**src/sv/hrsp_pkg.sv**
```systemverilog
package hrsp_pkg;

    // default width of the Content-Length accumulator
    localparam int unsigned LENGTH_BITS_DEF = 31;

    // characters
    localparam logic [7:0] CH_NUL   = 8'h00;
    localparam logic [7:0] CH_LF    = 8'h0A;
    localparam logic [7:0] CH_CR    = 8'h0D;
    localparam logic [7:0] CH_SPACE = 8'h20;
    localparam logic [7:0] CH_SLASH = 8'h2F;
    localparam logic [7:0] CH_ZERO  = 8'h30;
    localparam logic [7:0] CH_NINE  = 8'h39;
    localparam logic [7:0] CH_COLON = 8'h3A;
    localparam logic [7:0] CH_QMARK = 8'h3F;
    localparam logic [7:0] CH_UP_D  = 8'h44;
    localparam logic [7:0] CH_UP_G  = 8'h47;
    localparam logic [7:0] CH_UP_P  = 8'h50;

    // part tags
    localparam logic [2:0] PART_DELIM    = 3'd0;
    localparam logic [2:0] PART_METHOD   = 3'd1;
    localparam logic [2:0] PART_PATH     = 3'd2;
    localparam logic [2:0] PART_QUERY    = 3'd3;
    localparam logic [2:0] PART_PROTO    = 3'd4;
    localparam logic [2:0] PART_HDR_NAME = 3'd5;
    localparam logic [2:0] PART_HDR_VAL  = 3'd6;
    localparam logic [2:0] PART_BODY     = 3'd7;

    // method codes
    localparam logic [1:0] METH_NONE   = 2'd0;
    localparam logic [1:0] METH_GET    = 2'd1;
    localparam logic [1:0] METH_POST   = 2'd2;
    localparam logic [1:0] METH_DELETE = 2'd3;

    // status codes
    localparam logic [1:0] STAT_BUSY  = 2'd0;
    localparam logic [1:0] STAT_DONE  = 2'd1;
    localparam logic [1:0] STAT_ERROR = 2'd2;

    // parser states
    localparam logic [3:0] PH_METHOD     = 4'd0;
    localparam logic [3:0] PH_PATH_START = 4'd1;
    localparam logic [3:0] PH_PATH       = 4'd2;
    localparam logic [3:0] PH_QUERY      = 4'd3;
    localparam logic [3:0] PH_PROTO      = 4'd4;
    localparam logic [3:0] PH_LINE_START = 4'd5;
    localparam logic [3:0] PH_NAME       = 4'd6;
    localparam logic [3:0] PH_SKIP       = 4'd7;
    localparam logic [3:0] PH_VALUE      = 4'd8;
    localparam logic [3:0] PH_BODY       = 4'd9;
    localparam logic [3:0] PH_AFTER      = 4'd10;
    localparam logic [3:0] PH_ERROR      = 4'd11;

    // header-name match tracker
    typedef struct packed {
        logic [3:0] pos;
        logic       hit;
    } t_name_track;

    // method text including the trailing space; zero past the end
    function automatic logic [7:0] verb_char(input logic [1:0] meth, input logic [2:0] pos);
        logic [7:0] r;
        r = CH_NUL;
        case (meth)
            METH_GET: begin
                case (pos)
                    3'd0: r = "G";
                    3'd1: r = "E";
                    3'd2: r = "T";
                    3'd3: r = " ";
                    default: r = CH_NUL;
                endcase
            end
            METH_POST: begin
                case (pos)
                    3'd0: r = "P";
                    3'd1: r = "O";
                    3'd2: r = "S";
                    3'd3: r = "T";
                    3'd4: r = " ";
                    default: r = CH_NUL;
                endcase
            end
            METH_DELETE: begin
                case (pos)
                    3'd0: r = "D";
                    3'd1: r = "E";
                    3'd2: r = "L";
                    3'd3: r = "E";
                    3'd4: r = "T";
                    3'd5: r = "E";
                    3'd6: r = " ";
                    default: r = CH_NUL;
                endcase
            end
            default: r = CH_NUL;
        endcase
        return r;
    endfunction

    // "Content-Length"
    function automatic logic [7:0] name_char(input logic [3:0] pos);
        logic [7:0] r;
        case (pos)
            4'd0:  r = "C";
            4'd1:  r = "o";
            4'd2:  r = "n";
            4'd3:  r = "t";
            4'd4:  r = "e";
            4'd5:  r = "n";
            4'd6:  r = "t";
            4'd7:  r = "-";
            4'd8:  r = "L";
            4'd9:  r = "e";
            4'd10: r = "n";
            4'd11: r = "g";
            4'd12: r = "t";
            4'd13: r = "h";
            default: r = CH_NUL;
        endcase
        return r;
    endfunction

    // one header-name byte against the tracker; position saturates at 15
    function automatic t_name_track track_name(input t_name_track cur, input logic [7:0] c);
        t_name_track r;
        r = cur;
        if (!(cur.pos < 4'd14 && c == name_char(cur.pos))) r.hit = 1'b0;
        if (cur.pos < 4'd15) r.pos = cur.pos + 4'd1;
        return r;
    endfunction

endpackage

```
**src/sv/http_request_stream_parser.sv**
```systemverilog
// Channel   Dir  Item                 tdata (low bit up)                         tuser
// s_axis    in   one request byte     ch[7:0]                                    -
// m_axis    out  tagged byte result   byte_out[7:0] method_code[9:8]             part[2:0]
//                                     parse_status[11:10] content_length[42:12]  held_cr[3]
//
// One byte per clock unless the output stalls: the parser state and the result register
// update in the same cycle that a byte is taken, and the result is valid in the next cycle.
// The result register decouples the sides: a byte is taken whenever the result
// register is empty or its item leaves in the same cycle.
// Synchronous active-low reset puts the parser at the start of a request,
// clears the saved Content-Length and empties the result register.
// A stalled output holds its result; no byte is taken until it drains.
module http_request_stream_parser #(
    parameter int unsigned LENGTH_BITS = hrsp_pkg::LENGTH_BITS_DEF
) (
    input  logic        i_clk,
    input  logic        i_rst_n,
    input  logic        i_s_axis_tvalid,
    output logic        o_s_axis_tready,
    input  logic [7:0]  i_s_axis_tdata,   // ch[7:0]
    output logic        o_m_axis_tvalid,
    input  logic        i_m_axis_tready,
    // byte_out[7:0] method_code[9:8] parse_status[11:10] content_length[42:12], zero fill
    output logic [47:0] o_m_axis_tdata,
    output logic [3:0]  o_m_axis_tuser    // part[2:0] held_cr[3]
);

    localparam logic [LENGTH_BITS-1:0] LenMax = '1;

    // parser state
    logic [3:0]             r_phase,   n_phase;
    logic [1:0]             r_method,  n_method;
    logic [2:0]             r_mpos,    n_mpos;
    hrsp_pkg::t_name_track  r_name,    n_name;
    logic                   r_cr,      n_cr;
    logic [LENGTH_BITS-1:0] r_accum,   n_accum;
    logic                   r_digits,  n_digits;
    logic [LENGTH_BITS-1:0] r_saved,   n_saved;

    // result register
    logic       r_valid;
    logic [7:0] r_byte;
    logic [2:0] r_part,   n_part;
    logic       r_held,   n_held;
    logic [1:0] r_mcode;
    logic [1:0] r_status, n_status;
    logic [30:0] r_clen;

    logic       w_take;
    logic [7:0] w_c;
    logic       w_fail, w_done, w_consumed;
    logic       w_restart;
    logic [3:0] w_digit;
    logic [LENGTH_BITS+3:0] w_prod;

    assign o_s_axis_tready = !r_valid || i_m_axis_tready;
    assign w_take          = i_s_axis_tvalid && o_s_axis_tready;
    assign w_c             = i_s_axis_tdata;

    // accum*10 + digit, with room to detect overflow past the all-ones limit
    assign w_digit = 4'(w_c - hrsp_pkg::CH_ZERO);
    assign w_prod  = ({4'b0, r_accum} << 3) + ({4'b0, r_accum} << 1)
                   + (LENGTH_BITS+4)'(w_digit);

    always_comb begin
        n_phase    = r_phase;
        n_method   = r_method;
        n_mpos     = r_mpos;
        n_name     = r_name;
        n_cr       = r_cr;
        n_accum    = r_accum;
        n_digits   = r_digits;
        n_saved    = r_saved;
        n_part     = hrsp_pkg::PART_DELIM;
        n_held     = 1'b0;
        n_status   = hrsp_pkg::STAT_BUSY;
        w_fail     = 1'b0;
        w_done     = 1'b0;
        w_consumed = 1'b0;
        w_restart  = 1'b0;

        if (r_phase == hrsp_pkg::PH_ERROR) begin
            // swallow up to and including the terminating zero
            n_status = hrsp_pkg::STAT_ERROR;
            if (w_c == hrsp_pkg::CH_NUL) w_restart = 1'b1;
        end else begin
            // resolve a held CR
            if (r_cr) begin
                n_cr = 1'b0;
                if (w_c == hrsp_pkg::CH_LF) begin
                    w_consumed = 1'b1;
                    if (r_phase == hrsp_pkg::PH_LINE_START) begin
                        n_phase = (r_method == hrsp_pkg::METH_POST) ?
                                  hrsp_pkg::PH_BODY : hrsp_pkg::PH_AFTER;
                    end else begin
                        // end of a header value commits a Content-Length
                        if (r_phase != hrsp_pkg::PH_PROTO && r_name.hit) n_saved = r_accum;
                        n_phase    = hrsp_pkg::PH_LINE_START;
                        n_name.pos = 4'd0;
                        n_name.hit = 1'b1;
                    end
                end else begin
                    n_held = 1'b1;
                    // a data CR at line start opens the header name
                    if (r_phase == hrsp_pkg::PH_LINE_START) begin
                        n_name  = hrsp_pkg::track_name(r_name, hrsp_pkg::CH_CR);
                        n_phase = hrsp_pkg::PH_NAME;
                    end
                end
            end

            if (!w_consumed) begin
                if (w_c == hrsp_pkg::CH_NUL) begin
                    if (n_phase == hrsp_pkg::PH_BODY || n_phase == hrsp_pkg::PH_AFTER)
                        w_done = 1'b1;
                    else
                        w_fail = 1'b1;
                end else begin
                    case (n_phase)
                        hrsp_pkg::PH_METHOD: begin
                            if (r_mpos == 3'd0) begin
                                if (w_c == hrsp_pkg::CH_UP_G)      n_method = hrsp_pkg::METH_GET;
                                else if (w_c == hrsp_pkg::CH_UP_P) n_method = hrsp_pkg::METH_POST;
                                else if (w_c == hrsp_pkg::CH_UP_D)
                                    n_method = hrsp_pkg::METH_DELETE;
                                else w_fail = 1'b1;
                            end
                            if (!w_fail) begin
                                if (r_mpos > 3'd6 ||
                                    w_c != hrsp_pkg::verb_char(n_method, r_mpos)) begin
                                    w_fail = 1'b1;
                                end else if (w_c == hrsp_pkg::CH_SPACE) begin
                                    n_phase = hrsp_pkg::PH_PATH_START;
                                end else begin
                                    n_part = hrsp_pkg::PART_METHOD;
                                    n_mpos = r_mpos + 3'd1;
                                end
                            end
                        end
                        hrsp_pkg::PH_PATH_START: begin
                            if (w_c == hrsp_pkg::CH_SLASH) begin
                                n_part  = hrsp_pkg::PART_PATH;
                                n_phase = hrsp_pkg::PH_PATH;
                            end else begin
                                w_fail = 1'b1;
                            end
                        end
                        hrsp_pkg::PH_PATH: begin
                            if (w_c == hrsp_pkg::CH_SPACE)      n_phase = hrsp_pkg::PH_PROTO;
                            else if (w_c == hrsp_pkg::CH_QMARK) n_phase = hrsp_pkg::PH_QUERY;
                            else                                n_part  = hrsp_pkg::PART_PATH;
                        end
                        hrsp_pkg::PH_QUERY: begin
                            if (w_c == hrsp_pkg::CH_SPACE) n_phase = hrsp_pkg::PH_PROTO;
                            else                           n_part  = hrsp_pkg::PART_QUERY;
                        end
                        hrsp_pkg::PH_PROTO: begin
                            if (w_c == hrsp_pkg::CH_CR) n_cr   = 1'b1;
                            else                        n_part = hrsp_pkg::PART_PROTO;
                        end
                        hrsp_pkg::PH_LINE_START, hrsp_pkg::PH_NAME: begin
                            if (n_phase == hrsp_pkg::PH_LINE_START && w_c == hrsp_pkg::CH_CR) begin
                                n_cr = 1'b1;
                            end else if (w_c == hrsp_pkg::CH_COLON) begin
                                n_name.hit = n_name.hit && (n_name.pos == 4'd14);
                                n_phase    = hrsp_pkg::PH_SKIP;
                            end else begin
                                n_part  = hrsp_pkg::PART_HDR_NAME;
                                n_name  = hrsp_pkg::track_name(n_name, w_c);
                                n_phase = hrsp_pkg::PH_NAME;
                            end
                        end
                        hrsp_pkg::PH_SKIP: begin
                            n_phase  = hrsp_pkg::PH_VALUE;
                            n_accum  = '0;
                            n_digits = 1'b1;
                        end
                        hrsp_pkg::PH_VALUE: begin
                            if (w_c == hrsp_pkg::CH_CR) begin
                                n_cr     = 1'b1;
                                n_digits = 1'b0;
                            end else begin
                                n_part = hrsp_pkg::PART_HDR_VAL;
                                if (r_digits && w_c >= hrsp_pkg::CH_ZERO &&
                                    w_c <= hrsp_pkg::CH_NINE) begin
                                    if (w_prod[LENGTH_BITS+3:LENGTH_BITS] != 4'd0)
                                        n_accum = LenMax;
                                    else
                                        n_accum = w_prod[LENGTH_BITS-1:0];
                                end else begin
                                    n_digits = 1'b0;
                                end
                            end
                        end
                        hrsp_pkg::PH_BODY: begin
                            n_part = hrsp_pkg::PART_BODY;
                        end
                        default: begin
                            w_fail = 1'b1;
                        end
                    endcase
                end
            end

            if (w_fail) begin
                n_part   = hrsp_pkg::PART_DELIM;
                n_status = hrsp_pkg::STAT_ERROR;
                if (w_c == hrsp_pkg::CH_NUL) begin
                    w_restart = 1'b1;
                end else begin
                    n_phase = hrsp_pkg::PH_ERROR;
                    n_cr    = 1'b0;
                end
            end else if (w_done) begin
                n_status  = hrsp_pkg::STAT_DONE;
                w_restart = 1'b1;
            end
        end
    end

    // parser state; saved length survives a new request
    always_ff @(posedge i_clk) begin
        if (!i_rst_n) begin
            r_phase    <= hrsp_pkg::PH_METHOD;
            r_method   <= hrsp_pkg::METH_NONE;
            r_mpos     <= 3'd0;
            r_name.pos <= 4'd0;
            r_name.hit <= 1'b1;
            r_cr       <= 1'b0;
            r_accum    <= '0;
            r_digits   <= 1'b1;
            r_saved    <= '0;
        end else if (w_take) begin
            r_saved <= n_saved;
            if (w_restart) begin
                r_phase    <= hrsp_pkg::PH_METHOD;
                r_method   <= hrsp_pkg::METH_NONE;
                r_mpos     <= 3'd0;
                r_name.pos <= 4'd0;
                r_name.hit <= 1'b1;
                r_cr       <= 1'b0;
                r_accum    <= '0;
                r_digits   <= 1'b1;
            end else begin
                r_phase  <= n_phase;
                r_method <= n_method;
                r_mpos   <= n_mpos;
                r_name   <= n_name;
                r_cr     <= n_cr;
                r_accum  <= n_accum;
                r_digits <= n_digits;
            end
        end
    end

    // result register
    always_ff @(posedge i_clk) begin
        if (!i_rst_n) begin
            r_valid <= 1'b0;
        end else if (w_take) begin
            r_valid <= 1'b1;
        end else if (i_m_axis_tready) begin
            r_valid <= 1'b0;
        end
    end

    always_ff @(posedge i_clk) begin
        if (w_take) begin
            r_byte   <= w_c;
            r_part   <= n_part;
            r_held   <= n_held;
            r_mcode  <= n_method;
            r_status <= n_status;
            r_clen   <= 31'(n_saved);
        end
    end

    assign o_m_axis_tvalid = r_valid;
    assign o_m_axis_tdata  = {5'd0, r_clen, r_status, r_mcode, r_byte};
    assign o_m_axis_tuser  = {r_held, r_part};

    // an error result never carries a part tag
    a_err_delim: assert property (@(posedge i_clk) disable iff (!i_rst_n)
        (r_valid && r_status == hrsp_pkg::STAT_ERROR) |-> (r_part == hrsp_pkg::PART_DELIM))
        else $error("error result with a part tag");

    // completion only on the terminating zero
    a_done_nul: assert property (@(posedge i_clk) disable iff (!i_rst_n)
        (r_valid && r_status == hrsp_pkg::STAT_DONE) |-> (r_byte == hrsp_pkg::CH_NUL))
        else $error("completion on a nonzero byte");

    // a byte after a held CR is never the LF of that CR
    a_held_lf: assert property (@(posedge i_clk) disable iff (!i_rst_n)
        (r_valid && r_held) |-> (r_byte != hrsp_pkg::CH_LF))
        else $error("held CR flagged on an LF");

    // a CR is only held where CR LF can end a line
    a_cr_phase: assert property (@(posedge i_clk) disable iff (!i_rst_n)
        r_cr |-> (r_phase == hrsp_pkg::PH_PROTO || r_phase == hrsp_pkg::PH_LINE_START ||
                  r_phase == hrsp_pkg::PH_VALUE))
        else $error("CR held in a wrong state");

    // every taken byte produces a result next cycle
    a_take_res: assert property (@(posedge i_clk) disable iff (!i_rst_n)
        w_take |=> r_valid)
        else $error("taken byte lost");

endmodule
```
**config.mk**
```make
export PLATFORM = sky130hd
export DESIGN_NAME = http_request_stream_parser
export DESIGN_NICKNAME = d
export VERILOG_FILES = /design/src/sv/hrsp_pkg.sv /design/src/sv/http_request_stream_parser.sv
export SDC_FILE = /design/constraint.sdc
export NUM_CORES = 1
export LEC_CHECK = 0
export ABC_AREA = 0
export BUFFER_PORTS_ARGS = -buffer_cell sky130_fd_sc_hd__buf_4
export CAP_MARGIN = 20
export CORE_UTILIZATION = 40
export DETAILED_ROUTE_END_ITERATION = 6
export PLACE_DENSITY = 0.58
export SLEW_MARGIN = 20
export SYNTH_ARGS = -nofsm -noshare
export SYNTH_HDL_FRONTEND = slang
export SYNTH_SLANG_ARGS = --single-unit
```
**constraint.sdc**
```tcl
create_clock -name i_clk -period 7.5 [get_ports i_clk]
set_clock_uncertainty 0.05 [all_clocks]
set_input_delay 0.375 -clock i_clk [delete_from_list [all_inputs] [get_ports i_clk]]
set_output_delay 0.375 -clock i_clk [all_outputs]
set_load 0.1 [all_outputs]
```
==> impl_metrics.env <==
export IMPL_outcome="complete, no violations"
export IMPL_antenna_found_initial=0
export IMPL_setup_tns_ns=0
export IMPL_core_area_sq_um=22100
export IMPL_seqPwrFrac=0.378
export IMPL_max_freq_ghz=0.231
export IMPL_synth_top_flop_cell="dfxtp_1"
export IMPL_r2r_slack_ns=3.18
export IMPL_ctsHoldBuffers=0
export IMPL_grt_overflow_total=0
export IMPL_synthCells=1012
export IMPL_min_path_cells=3
export IMPL_fin_crit_sh=0.577
export IMPL_fill_cells=2133
export IMPL_synth_xor_area_frac=0.0297
export IMPL_clkLatencyLatePin_ns=0.43
export IMPL_synth_compound_area_frac=0.212
export IMPL_clockBufferDepth=2
export IMPL_multi_input_area_sq_um=5630
export IMPL_cts_resized=0
export IMPL_sw_frac_of_total=0.356
export IMPL_final_setup_viol_count=0
export IMPL_synthArstFlopShare=0
export IMPL_routedWlPerCell_microns=17.8
export IMPL_clock_power_share=0.370
export IMPL_synthSimpleGateAreaFrac=0.208
export IMPL_synth_edff_count=47
export IMPL_synth_warning_count=0
export IMPL_grt_pass1_vias=7313
export IMPL_die_width_microns=153
export IMPL_arrival_ns=4.59
export IMPL_viasPerCell=5.85
export IMPL_cts_tree="yes"
export IMPL_clockRootBuffer="clkbuf_16"
export IMPL_synthAdderAreaFrac=0.112
export IMPL_p_leak_nw=4.48
export IMPL_regArea_sq_um=3130
export IMPL_synth_area_leaders="dfxtp_1, edfxtp_1, ha_1"
export IMPL_postRouteWirelength_microns=23700
export IMPL_syn_area_sq_um=9150
export IMPL_worst_pin_slew_ns=1.07
export IMPL_seq_area_frac_synth=0.342
export IMPL_grt_first_pass_wirelength_microns=38900
export IMPL_routabilityCongestion=0.892
export IMPL_grt_max_degree=49
export IMPL_mostFrequentLayoutCells="nor2_1, dfxtp_1, ha_1"
export IMPL_slew_headroom=0.287
export IMPL_dieArea_sq_um=23500
export IMPL_grt_util_all_layers=0.206
export IMPL_avgSynthCellArea_sq_um=9.04
export IMPL_drv_slew=0
export IMPL_first_iter_violations=502
export IMPL_drc=0
export IMPL_start_util=0.414
export IMPL_power_mw=2.22
export IMPL_synth_top_area_cell="dfxtp_1"
export IMPL_ir_worst_vdd_uv=144
export IMPL_cts_num_sinks=133
export IMPL_synth_mux_area_frac=0.0514
export IMPL_area_growth_pct=12.7
export IMPL_worstHoldPathType="primary input to flop"
export IMPL_dp_hpwl_microns=16700
export IMPL_fin_crit_ns=4.32
export IMPL_postCtsSetupBuffers=0
export IMPL_ys_types=96
export IMPL_finalHoldViolations=0
export IMPL_rsz0062_at_grt="false"
export IMPL_rows=54
export IMPL_internal_power_mw=1.43
export IMPL_synth_top_area_frac=0.188
export IMPL_nets=1133
export IMPL_dieHeight_microns=153
export IMPL_path_clk_slew_ns=0.06
export IMPL_rr_worst_depth=13
export IMPL_dr_pass1_iters=6
export IMPL_port_buffers=60
export IMPL_htreeDepth=4
export IMPL_cp_required_ns=7.77
export IMPL_crit_path_max_fanout=19
export IMPL_dr_total_vias=7799
export IMPL_yosys_register_bits=133
export IMPL_synth_top_family_by_area="compound AO/OA/AOI/OAI gates"
export IMPL_final_common_cell="nor2_1"
export IMPL_cp_end_kind="flop"
export IMPL_cp_start_kind="flop"
export IMPL_pin_count=66
export IMPL_drtAntennaViolNets=0
export IMPL_cts_inserted_buffers=17
export IMPL_worstSetupPathType="flop to flop"
export IMPL_power_per_cell_area_nw_per_um2=215
export IMPL_p_comb_frac=0.252
export IMPL_maxCapViolCount=0
export IMPL_num_antenna_cells=0
export IMPL_p_switching_uw=789
export IMPL_layout_drive_gt1_share=0.159
-- registers in the layout, summed over array words and instances, names as in the netlist, 2 cells and up, named ones only --
signal,flops
r_mpos,3
r_byte,8
r_name,5
r_accum,31
r_mcode,2
r_clen,31
r_status,2
r_method,2
r_saved,31
r_phase,4
r_part,3
-- power by group through the flow --
| stage | clock network (mW) | logic (mW) | registers, mW |
|---|---|---|---|
| after floorplan | 0 | 0.289 | 0.996 |
| after global placement | 0 | 0.553 | 0.854 |
| after detailed placement | 0 | 0.550 | 0.854 |
| after CTS | 0.837 | 0.553 | 0.838 |
| after global routing | 0.868 | 0.594 | 0.844 |
| final | 0.821 | 0.558 | 0.839 |
-- worst max-delay path: stages (launching register included) --
cell	delay, ns
dfxtp_1	0.43
fa_1	0.50
fa_1	0.49
a21o_1	0.18
a21oi_1	0.23
o21bai_1	0.15
a31oi_1	0.33
o31a_1	0.20
a21oi_1	0.16
a31o_2	0.29
nor4_4	0.39
nor2_1	0.24
buf_4	0.28
a211o_1	0.29
-- cell families (layout without fill, tap and decap cells) --
group                      after synthesis  after routing
adders and majority gates               81             81
AOI/OAI and AO/OA                      272            272
and+or+nand+nor                        360            360
DFF                                    133            133
buffers and inverters                   91            128
xor gates and xnor gates                31             31
muxes                                   43             43
other                                    1              5
-- per-layer routing --
| metal | global-route usage | up-vias | share of wire | wire length [microns] |
|---|---|---|---|---|
| met4 | 0.0678 | 0 | 0.015 | 347 |
| met3 | 0.0386 | 25 | 0.048 | 1140 |
| met5 | 0 | - | 0 | 0 |
| li1 | - | 3832 | - | - |
| met2 | 0.322 | 211 | 0.46 | 10900 |
| met1 | 0.284 | 3731 | 0.48 | 11300 |
-- through the flow --
stage	hold WS (ns)	instances	setup WS (ns)	instance area [sq um]	utilization
after floorplan	0.418	1016	3.20	9160	-
after global placement	0.429	1301	3.11	9730	0.441
after detailed placement	0.435	1301	3.04	9730	0.441
after CTS	0.131	1333	3.19	10300	0.466
after global routing	0.154	1333	2.95	10300	0.466
final	0.146	1333	3.18	10300	0.466
-- Yosys cell counts, types with 5 or more instances --
| cell | number |
|---|---|
| nand2_1 | 63 |
| nor4_1 | 5 |
| nand4_1 | 11 |
| nor2b_1 | 9 |
| or3_1 | 5 |
| a21o_1 | 22 |
| inv_1 | 27 |
| and3_1 | 14 |
| nand2b_1 | 12 |
| a211oi_1 | 15 |
| mux2_2 | 32 |
| nor4_4 | 5 |
| o21a_1 | 8 |
| ha_1 | 79 |
| o21bai_1 | 9 |
| nor2_1 | 111 |
| a221o_1 | 23 |
| nand3_1 | 25 |
| a31oi_1 | 8 |
| nor3_1 | 54 |
| mux2i_1 | 11 |
| dfxtp_1 | 86 |
| o211ai_1 | 12 |
| o21ai_0 | 44 |
| a21oi_1 | 56 |
| edfxtp_1 | 47 |
| buf_4 | 8 |
| a211o_1 | 6 |
| xnor2_1 | 20 |
| a31o_2 | 5 |
| xor2_1 | 11 |
| and2_1 | 11 |
| buf_2 | 14 |
| o22ai_1 | 6 |
| clkbuf_1 | 39 |
-- final timing paths --
path / from / endpoint
hold reg to reg: r_saved[5] / r_saved[5]
setup reg to reg: r_accum[2] / r_accum[21]
setup / recovery: r_accum[2] / r_accum[21]
hold / removal: i_s_axis_tvalid / o_m_axis_tvalid
-- cell type report --
cell class,instances,share of cell area
Clock buffer,19,0.0441
Tap cell,280,0.0340
Inverter,27,0.00996
Sequential cell,133,0.304
Timing Repair Buffer,69,0.0503
Multi-Input combinational cell,792,0.546
Clock inverter,13,0.0114
(Power assumes the default switching activity.)
